$ cat config.mk
export PLATFORM = sky130hd
export DESIGN_NAME = inactivity_power_sequencer
export DESIGN_NICKNAME = d
export VERILOG_FILES = /design/src/ips_pkg.sv /design/src/inactivity_power_sequencer.sv /design/src/ips_front.sv /design/src/ips_back.sv
export VERILOG_INCLUDE_DIRS = /design/src /design/src/src
export SDC_FILE = /design/constraint.sdc
export NUM_CORES = 2
export LEC_CHECK = 0
export CORE_MARGIN = 2
export CORE_UTILIZATION = 65
export CTS_CLUSTER_DIAMETER = 50
export DETAILED_ROUTE_END_ITERATION = 8
export DONT_BUFFER_PORTS = 1
export HOLD_SLACK_MARGIN = 0.03
export PLACE_DENSITY = 0.81
export SLEW_MARGIN = 20
export SYNTH_ARGS = -nofsm -noshare
export SYNTH_HDL_FRONTEND = slang
export SYNTH_HIERARCHICAL = 1
export SYNTH_SLANG_ARGS = --single-unit
$ cat constraint.sdc
create_clock -name clk -period 37.3 [get_ports clk]
set_input_delay 3.73 -clock clk [delete_from_list [all_inputs] [get_ports clk]]
set_output_delay 3.73 -clock clk [all_outputs]
set_load 0.02 [all_outputs]
$ cat src/inactivity_power_sequencer_macros.svh
// Assertion macros for the inactivity power sequencer.
`ifndef INACTIVITY_POWER_SEQUENCER_MACROS_SVH
`define INACTIVITY_POWER_SEQUENCER_MACROS_SVH
`ifndef SYNTH
`define IPS_ASSERT_IMPL(label, clk, rst_n, ante, cons) \
    label: assert property (@(posedge clk) disable iff (!rst_n) (ante) |-> (cons)) \
        else $error("assertion failed");
`define IPS_ASSERT_NEXT(label, clk, rst_n, ante, cons) \
    label: assert property (@(posedge clk) disable iff (!rst_n) (ante) |=> (cons)) \
        else $error("assertion failed");
`else
`define IPS_ASSERT_IMPL(label, clk, rst_n, ante, cons)
`define IPS_ASSERT_NEXT(label, clk, rst_n, ante, cons)
`endif
`endif

$ cat src/ips_pkg.sv
`timescale 1ns / 1ps
`default_nettype none
package ips_pkg;

    localparam logic [31:0] DEF_DISPLAY_MS = 32'd60000;
    localparam logic [31:0] DEF_DEEP_MS = 32'd900000;
    localparam logic [31:0] MIN_DEEP_AFTER_MS = 32'd60000;
    localparam logic [7:0] DEF_THRESHOLD = 8'd35;
    localparam logic [13:0] OFF_DELTA_MIN = 14'd55;
    localparam logic [31:0] OFF_GRACE_MS = 32'd600;
    localparam logic [31:0] OFF_POLL_MS = 32'd150;
    localparam logic [31:0] OFF_WAKE_GAP_MS = 32'd400;

    typedef enum logic [2:0]
    {
        REG_DISPLAY = 3'd0,
        REG_DEEP = 3'd1,
        REG_DIM_LEAD = 3'd2,
        REG_THRESHOLD = 3'd3,
        REG_WAKE_EN = 3'd4,
        REG_SENSOR = 3'd5
    } reg_index_t;

    typedef struct packed
    {
        logic [31:0] now_ms;
        logic user_activity;
        logic motion_int_active;
        logic signed [11:0] accel_x;
        logic signed [11:0] accel_y;
        logic signed [11:0] accel_z;
    } in_item_t;

    typedef struct packed
    {
        logic screen_is_off;
        logic dim_start;
        logic screen_off_event;
        logic screen_on_event;
        logic motion_seen;
        logic deep_sleep_request;
        logic [31:0] idle_time_ms;
    } out_item_t;

    typedef struct packed
    {
        logic [2:0] index;
        logic [31:0] data;
    } cfg_beat_t;

    // Poll after front-end decoding: time stamp, activity flags and the signed samples.
    typedef struct packed
    {
        logic [31:0] now_ms;
        logic user_activity;
        logic motion_int_active;
        logic signed [11:0] ax;
        logic signed [11:0] ay;
        logic signed [11:0] az;
    } poll_t;

    typedef struct packed
    {
        logic [31:0] disp;
        logic [31:0] deep;
        logic [31:0] dim_lo;
        logic dim_ok;
        logic [7:0] thresh;
        logic motion_en;
        logic sensor;
    } limits_t;

    function automatic logic [11:0] absdiff12(input logic signed [11:0] a,
                                              input logic signed [11:0] b);
        logic signed [12:0] d;
        begin
            d = 13'(signed'(a)) - 13'(signed'(b));
            absdiff12 = d[12] ? 12'(-d) : 12'(d);
        end
    endfunction

endpackage
`default_nettype wire

$ cat src/inactivity_power_sequencer.sv
`timescale 1ns / 1ps
`default_nettype none
// A poll is registered in the front register, then its result in the result register.
// Throughput: one poll per cycle while out_ready holds; a low out_ready stalls both registers.
// The state update in the back end, made as each poll fires, sets the rate.
// Reset (rst_n low, asynchronous) restores register defaults, display on, no sleep request.
module inactivity_power_sequencer
    import ips_pkg::*;
(
    input wire logic clk,
    input wire logic rst_n,
    input wire cfg_beat_t cfg,
    input wire logic cfg_valid,
    output logic cfg_ready,
    input wire in_item_t in_data,
    input wire logic in_valid,
    output logic in_ready,
    output out_item_t out_data,
    output logic out_valid,
    input wire logic out_ready
);

    poll_t q_data;
    limits_t q_lim;
    logic q_valid;
    logic q_ready;

    ips_front u_front
    (
        .clk(clk),
        .rst_n(rst_n),
        .cfg(cfg),
        .cfg_valid(cfg_valid),
        .cfg_ready(cfg_ready),
        .in_data(in_data),
        .in_valid(in_valid),
        .in_ready(in_ready),
        .q_data(q_data),
        .q_lim(q_lim),
        .q_valid(q_valid),
        .q_ready(q_ready)
    );

    ips_back u_back
    (
        .clk(clk),
        .rst_n(rst_n),
        .p(q_data),
        .lim(q_lim),
        .p_valid(q_valid),
        .p_ready(q_ready),
        .out_data(out_data),
        .out_valid(out_valid),
        .out_ready(out_ready)
    );

endmodule
`default_nettype wire

$ cat src/ips_front.sv
`timescale 1ns / 1ps
`default_nettype none
module ips_front
    import ips_pkg::*;
(
    input wire logic clk,
    input wire logic rst_n,
    input wire cfg_beat_t cfg,
    input wire logic cfg_valid,
    output logic cfg_ready,
    input wire in_item_t in_data,
    input wire logic in_valid,
    output logic in_ready,
    output poll_t q_data,
    output limits_t q_lim,
    output logic q_valid,
    input wire logic q_ready
);

    logic [26:0] disp_reg;
    logic [27:0] deep_reg;
    logic [15:0] dim_reg;
    logic [7:0] thr_reg;
    logic wake_reg;
    logic sensor_reg;
    logic [31:0] eff_disp;
    logic [31:0] eff_deep_raw;
    logic [31:0] eff_deep_min;
    limits_t lim;
    poll_t poll;

    assign cfg_ready = 1'b1;

    always_ff @(posedge clk or negedge rst_n)
    begin
        if (!rst_n)
        begin
            disp_reg <= 27'd60000;
            deep_reg <= 28'd900000;
            dim_reg <= 16'd2000;
            thr_reg <= 8'd35;
            wake_reg <= 1'b1;
            sensor_reg <= 1'b0;
        end
        else if (cfg_valid)
        begin
            case (cfg.index)
                REG_DISPLAY: disp_reg <= cfg.data[26:0];
                REG_DEEP: deep_reg <= cfg.data[27:0];
                REG_DIM_LEAD: dim_reg <= cfg.data[15:0];
                REG_THRESHOLD: thr_reg <= cfg.data[7:0];
                REG_WAKE_EN: wake_reg <= cfg.data[0];
                REG_SENSOR: sensor_reg <= cfg.data[0];
                default: ;
            endcase
        end
    end

    always_comb
    begin
        eff_disp = (disp_reg == '0) ? DEF_DISPLAY_MS : 32'(disp_reg);
        eff_deep_raw = (deep_reg == '0) ? DEF_DEEP_MS : 32'(deep_reg);
        eff_deep_min = eff_disp + MIN_DEEP_AFTER_MS;
        lim.disp = eff_disp;
        lim.deep = (eff_deep_raw < eff_deep_min) ? eff_deep_min : eff_deep_raw;
        lim.dim_ok = eff_disp > 32'(dim_reg);
        lim.dim_lo = eff_disp - 32'(dim_reg);
        lim.thresh = (thr_reg == '0) ? DEF_THRESHOLD : thr_reg;
        lim.motion_en = wake_reg;
        lim.sensor = sensor_reg;
        poll.now_ms = in_data.now_ms;
        poll.user_activity = in_data.user_activity;
        poll.motion_int_active = in_data.motion_int_active;
        poll.ax = in_data.accel_x;
        poll.ay = in_data.accel_y;
        poll.az = in_data.accel_z;
    end

    assign in_ready = !q_valid || q_ready;

    always_ff @(posedge clk or negedge rst_n)
    begin
        if (!rst_n)
        begin
            q_valid <= 1'b0;
        end
        else if (in_ready)
        begin
            q_valid <= in_valid;
        end
    end

    always_ff @(posedge clk)
    begin
        if (in_ready && in_valid)
        begin
            q_data <= poll;
            q_lim <= lim;
        end
    end

endmodule
`default_nettype wire

$ cat src/ips_back.sv
`timescale 1ns / 1ps
`default_nettype none
`include "inactivity_power_sequencer_macros.svh"
module ips_back
    import ips_pkg::*;
(
    input wire logic clk,
    input wire logic rst_n,
    input wire poll_t p,
    input wire limits_t lim,
    input wire logic p_valid,
    output logic p_ready,
    output out_item_t out_data,
    output logic out_valid,
    input wire logic out_ready
);

    logic [31:0] last_act_reg, last_act_next;
    logic off_reg, off_next;
    logic dim_done_reg, dim_done_next;
    logic rebase_reg, rebase_next;
    logic signed [11:0] prev_reg [3];
    logic signed [11:0] prev_next [3];
    logic signed [11:0] base_reg [3];
    logic signed [11:0] base_next [3];
    logic [31:0] off_since_reg, off_since_next;
    logic [31:0] poll_t_reg, poll_t_next;
    logic [31:0] wake_t_reg, wake_t_next;
    logic rearm_reg, rearm_next;
    logic sleep_reg, sleep_next;
    logic signed [11:0] s [3];
    logic on_evt, motion_flag, dim_evt, off_evt;
    logic [31:0] idle0, idle;
    logic [13:0] sum_off, sum_on;
    logic act;
    logic fire;
    out_item_t res;

    assign p_ready = !out_valid || out_ready;
    assign fire = p_valid && p_ready;

    always_comb
    begin
        s[0] = p.ax;
        s[1] = p.ay;
        s[2] = p.az;
        last_act_next = last_act_reg;
        off_next = off_reg;
        dim_done_next = dim_done_reg;
        rebase_next = rebase_reg;
        prev_next = prev_reg;
        base_next = base_reg;
        off_since_next = off_since_reg;
        poll_t_next = poll_t_reg;
        wake_t_next = wake_t_reg;
        rearm_next = rearm_reg;
        sleep_next = sleep_reg;
        on_evt = 1'b0;
        motion_flag = 1'b0;
        dim_evt = 1'b0;
        off_evt = 1'b0;
        act = p.user_activity;
        sum_off = 14'(absdiff12(base_reg[0], s[0])) + 14'(absdiff12(base_reg[1], s[1]))
            + 14'(absdiff12(base_reg[2], s[2]));
        sum_on = 14'(absdiff12(prev_reg[0], s[0])) + 14'(absdiff12(prev_reg[1], s[1]))
            + 14'(absdiff12(prev_reg[2], s[2]));
        // The motion check sees the state left by user activity.
        if (act)
        begin
            last_act_next = p.now_ms;
            dim_done_next = 1'b0;
            if (off_reg)
            begin
                off_next = 1'b0;
                on_evt = 1'b1;
            end
        end
        idle0 = p.now_ms - last_act_next;
        if (lim.sensor && lim.motion_en
            && !(!off_next && lim.dim_ok && idle0 >= lim.dim_lo && idle0 < lim.disp))
        begin
            if (off_next)
            begin
                if (p.now_ms - off_since_reg >= OFF_GRACE_MS
                    && p.now_ms - poll_t_reg >= OFF_POLL_MS)
                begin
                    poll_t_next = p.now_ms;
                    if (!p.motion_int_active)
                    begin
                        rearm_next = 1'b1;
                    end
                    else if (rearm_reg && p.now_ms - wake_t_reg > OFF_WAKE_GAP_MS
                             && sum_off >= OFF_DELTA_MIN)
                    begin
                        wake_t_next = p.now_ms;
                        rearm_next = 1'b0;
                        last_act_next = p.now_ms;
                        dim_done_next = 1'b0;
                        off_next = 1'b0;
                        on_evt = 1'b1;
                        motion_flag = 1'b1;
                    end
                end
            end
            else if (rebase_reg)
            begin
                prev_next = s;
                rebase_next = 1'b0;
            end
            else
            begin
                prev_next = s;
                if (sum_on > 14'(lim.thresh))
                begin
                    last_act_next = p.now_ms;
                    dim_done_next = 1'b0;
                    motion_flag = 1'b1;
                end
            end
        end
        idle = p.now_ms - last_act_next;
        if (!off_next)
        begin
            if (lim.dim_ok && idle >= lim.dim_lo && idle < lim.disp && !dim_done_next)
            begin
                dim_done_next = 1'b1;
                dim_evt = 1'b1;
            end
            if (idle >= lim.disp)
            begin
                off_next = 1'b1;
                off_evt = 1'b1;
                dim_done_next = 1'b0;
                rebase_next = 1'b1;
                wake_t_next = '0;
                off_since_next = p.now_ms;
                rearm_next = 1'b0;
                if (lim.sensor)
                begin
                    base_next = s;
                end
            end
        end
        if (idle >= lim.deep)
        begin
            sleep_next = 1'b1;
        end
        res.screen_is_off = off_next;
        res.dim_start = dim_evt;
        res.screen_off_event = off_evt;
        res.screen_on_event = on_evt;
        res.motion_seen = motion_flag;
        res.deep_sleep_request = sleep_next;
        res.idle_time_ms = idle;
    end

    always_ff @(posedge clk or negedge rst_n)
    begin
        if (!rst_n)
        begin
            last_act_reg <= '0;
            off_reg <= 1'b0;
            dim_done_reg <= 1'b0;
            rebase_reg <= 1'b0;
            prev_reg <= '{default: '0};
            base_reg <= '{default: '0};
            off_since_reg <= '0;
            poll_t_reg <= '0;
            wake_t_reg <= '0;
            rearm_reg <= 1'b0;
            sleep_reg <= 1'b0;
            out_valid <= 1'b0;
        end
        else
        begin
            if (p_ready)
            begin
                out_valid <= p_valid;
            end
            if (fire)
            begin
                last_act_reg <= last_act_next;
                off_reg <= off_next;
                dim_done_reg <= dim_done_next;
                rebase_reg <= rebase_next;
                prev_reg <= prev_next;
                base_reg <= base_next;
                off_since_reg <= off_since_next;
                poll_t_reg <= poll_t_next;
                wake_t_reg <= wake_t_next;
                rearm_reg <= rearm_next;
                sleep_reg <= sleep_next;
            end
        end
    end

    always_ff @(posedge clk)
    begin
        if (fire)
        begin
            out_data <= res;
        end
    end

    `IPS_ASSERT_NEXT(a_sleep_held, clk, rst_n, sleep_reg, sleep_reg)
    `IPS_ASSERT_IMPL(a_on_off_excl, clk, rst_n, fire, !(res.screen_on_event && res.screen_off_event))
    `IPS_ASSERT_IMPL(a_on_needs_off, clk, rst_n, fire && res.screen_on_event, off_reg)
    `IPS_ASSERT_NEXT(a_off_sets_rebase, clk, rst_n, fire && res.screen_off_event, off_reg && rebase_reg)

endmodule
`default_nettype wire
==> flow_metrics.tcl <==
set metrics [dict create \
    status "completed" \
    area_growth_pct 7.12 \
    grt_pass1_wl_microns 156000 \
    fill_cells 4543 \
    drtIter0Drc 2409 \
    yosysMostFrequentCell "ha_1" \
    cts_tree "built" \
    die_w_microns 250 \
    synth_top_area_share_pct 16.5 \
    path_class "flip-flop to flip-flop" \
    ys_types 105 \
    crit_path_max_incr_delay_ns 0.58 \
    viasPerCell 6.23 \
    cts_resized 0 \
    setup_tns_ns 0 \
    initial_utilization_pct 65.5 \
    core_sq_um 60100 \
    cts_root_buf "clkbuf_16" \
    cts_setup_buffers 0 \
    grt_overflow_total 0 \
    drv_cap 0 \
    finalNetCount 4689 \
    synth-xor-area-share_pct 5.41 \
    firstDrtPassIters 6 \
    ant_nets 0 \
    synth_edf_count 202 \
    cts.sinks 490 \
    top_register "u_front/q_lim" \
    wl_per_cell_microns 19.8 \
    syn-instance-count 4129 \
    die_height_microns 250 \
    yosys_warnings 6 \
    worst-path-max-fanout 64 \
    synth_top_family_by_area "adder cells" \
    cts_hold_buffers 0 \
    holdCritPathClass "flip-flop to flip-flop" \
    grt_max_degree 289 \
    slew_viol_final 0 \
    dieArea_sq_um 62600 \
    grt_pass1_vias 30100 \
    largest_reg_flops 94 \
    numCtsBuffers 68 \
    htree_num_levels 3 \
    setup_violations 0 \
    rsz0062_at_grt "no" \
    synthSimpleGateAreaFrac_pct 13.2 \
    reg_top3 "u_front/q_lim x94, u_front/q_data x70, u_back/out_data x38" \
    critical_path_arrival_ns 15.94 \
    antenna_found_initial 6 \
    dp_hpwl_microns 71900 \
    rows 90 \
    endpoint_kind "flip-flop" \
    synthArstFlopShare_pct 58.8 \
    holdWs_ns 0.472 \
    wl_microns 97400 \
    vias 30600 \
    yosys.area.top_type "dfrtp_1" \
    drive_gt1_share_pct 9.54 \
    fin_worst_skew_ns 0.0400 \
    finalHoldViolCount 0 \
    synth_fa_ha_area_share_pct 16.8 \
    synth_mux_area_share_pct 7.96 \
    post-route-period-util_pct 41.4 \
    io_buffers 0 \
    gp_congestion 0.972 \
    cpMaxStageDelayCell "nand3_4" \
    crit_required_ns 37.79 \
    io_pins 151 \
    ys_seq_area_share_pct 33.8 \
    max_freq_mhz 64.7 \
    clock_latency_ns 0.62 \
    start_kind "flip-flop" \
    synth-compound-area-share_pct 16.7 \
    synth_seq_cells 490 \
    synth_area_leaders "dfrtp_1, edfxtp_1, ha_1" \
    drc 0 \
    synthFlopType "dfrtp_1" \
    fin_crit_ns 15.45 \
    grt_use_total_pct 31.1 \
    cts_max_path_buffers 3 \
    syn-cell-area_sq_um 39400 \
    tightest_slew_ns 1.06 \
    path_clk_slew_ns 0.06 \
    synth_commonest_cells "ha_1, inv_1, dfrtp_1" \
    syn_area_per_cell_sq_um 9.53 \
    max-slew-margin-rel_pct 29.0 \
]
[layout make-up]
cell class                 instances  area (sq um)  share of cell area, %
clock buffer                      80          1800                   4.26
antenna                            5          12.5                 0.0297
multi-input combinational       3043         23700                   56.3
clock inverter                    44           472                   1.12
timing repair buffer              25           188                  0.445
inverter                         448          1680                   3.99
tap                              782           978                   2.32
sequential                       490         13300                   31.6
[cells in the final DEF, fill, tap and decap left out, types with 81 or more instances in the layout]
| cell type | Yosys | layout |
|---|---|---|
| xnor2_1 | 154 | 154 |
| xor2_1 | 89 | 89 |
| inv_1 | 448 | 447 |
| mux2i_1 | 81 | 81 |
| a21o_1 | 107 | 106 |
| o21ai_0 | 236 | 235 |
| ha_1 | 465 | 465 |
| mux2_2 | 101 | 101 |
| edfxtp_1 | 202 | 202 |
| nor2_1 | 239 | 238 |
| dfrtp_1 | 260 | 260 |
| nand2_1 | 227 | 227 |
| a21oi_1 | 259 | 259 |
[final timing paths]
kind,startpoint,endpoint,slack [ns],depth (start not counted)
worst max-delay path,u_front/q_data[12],u_back/base_reg[23],21.85,59
worst max register to register,u_front/q_data[12],u_back/base_reg[23],21.85,59
worst min-delay path,u_front/sensor_reg,u_front/q_lim[0],0.47,0
min in group asynchronous,rst_n,u_back/base_reg[14],2.81,0
worst min register to register,u_front/sensor_reg,u_front/q_lim[0],0.47,0
max in group asynchronous,rst_n,u_front/disp_reg[24],33.88,0
[per-layer routing]
layer	vias to the layer above	GRT usage, %	share of wire (%)
li1	14700	-	-
met1	14700	40.1	43
met2	950	51.5	47
met3	257	5.50	6.3
met4	2	13.8	4.5
met5	-	0	0.014
[worst max-delay path, delay by kind of cell (launching register included)]
kind | cells | cell delay (ns)
adder cells (fa/ha/maj) | 8 | 2.81
AND/OR/NAND/NOR | 18 | 4.21
flip-flops | 1 | 0.41
AO/OA/AOI/OAI | 25 | 5.72
multiplexers | 3 | 1.11
XOR/XNOR | 2 | 0.40
buffers and inverters | 3 | 0.60
[metrics by stage]
stage / area, sq um / std cells / utilization, % / worst slack (ns)
floorplan: 39400 / 4137 / - / 25.11
global placement: 39900 / 4788 / 66.3 / 22.57
detailed placement: 39900 / 4788 / 66.3 / 22.23
CTS: 42200 / 4912 / 70.1 / 22.15
global route: 42200 / 4914 / 70.1 / 20.83
finish: 42200 / 4917 / 70.1 / 21.85
[logic make-up after synthesis]
logic type,after synthesis
AO/OA/AOI/OAI,1006
XOR/XNOR,243
adder cells (fa/ha/maj),505
buffers and inverters,604
flip-flops,490
multiplexers,268
other,2
AND/OR/NAND/NOR,1011
Power is left out: the tool's default activity adds up to more than one toggle a clock period on the data nets, which glitch-free logic cannot reach.
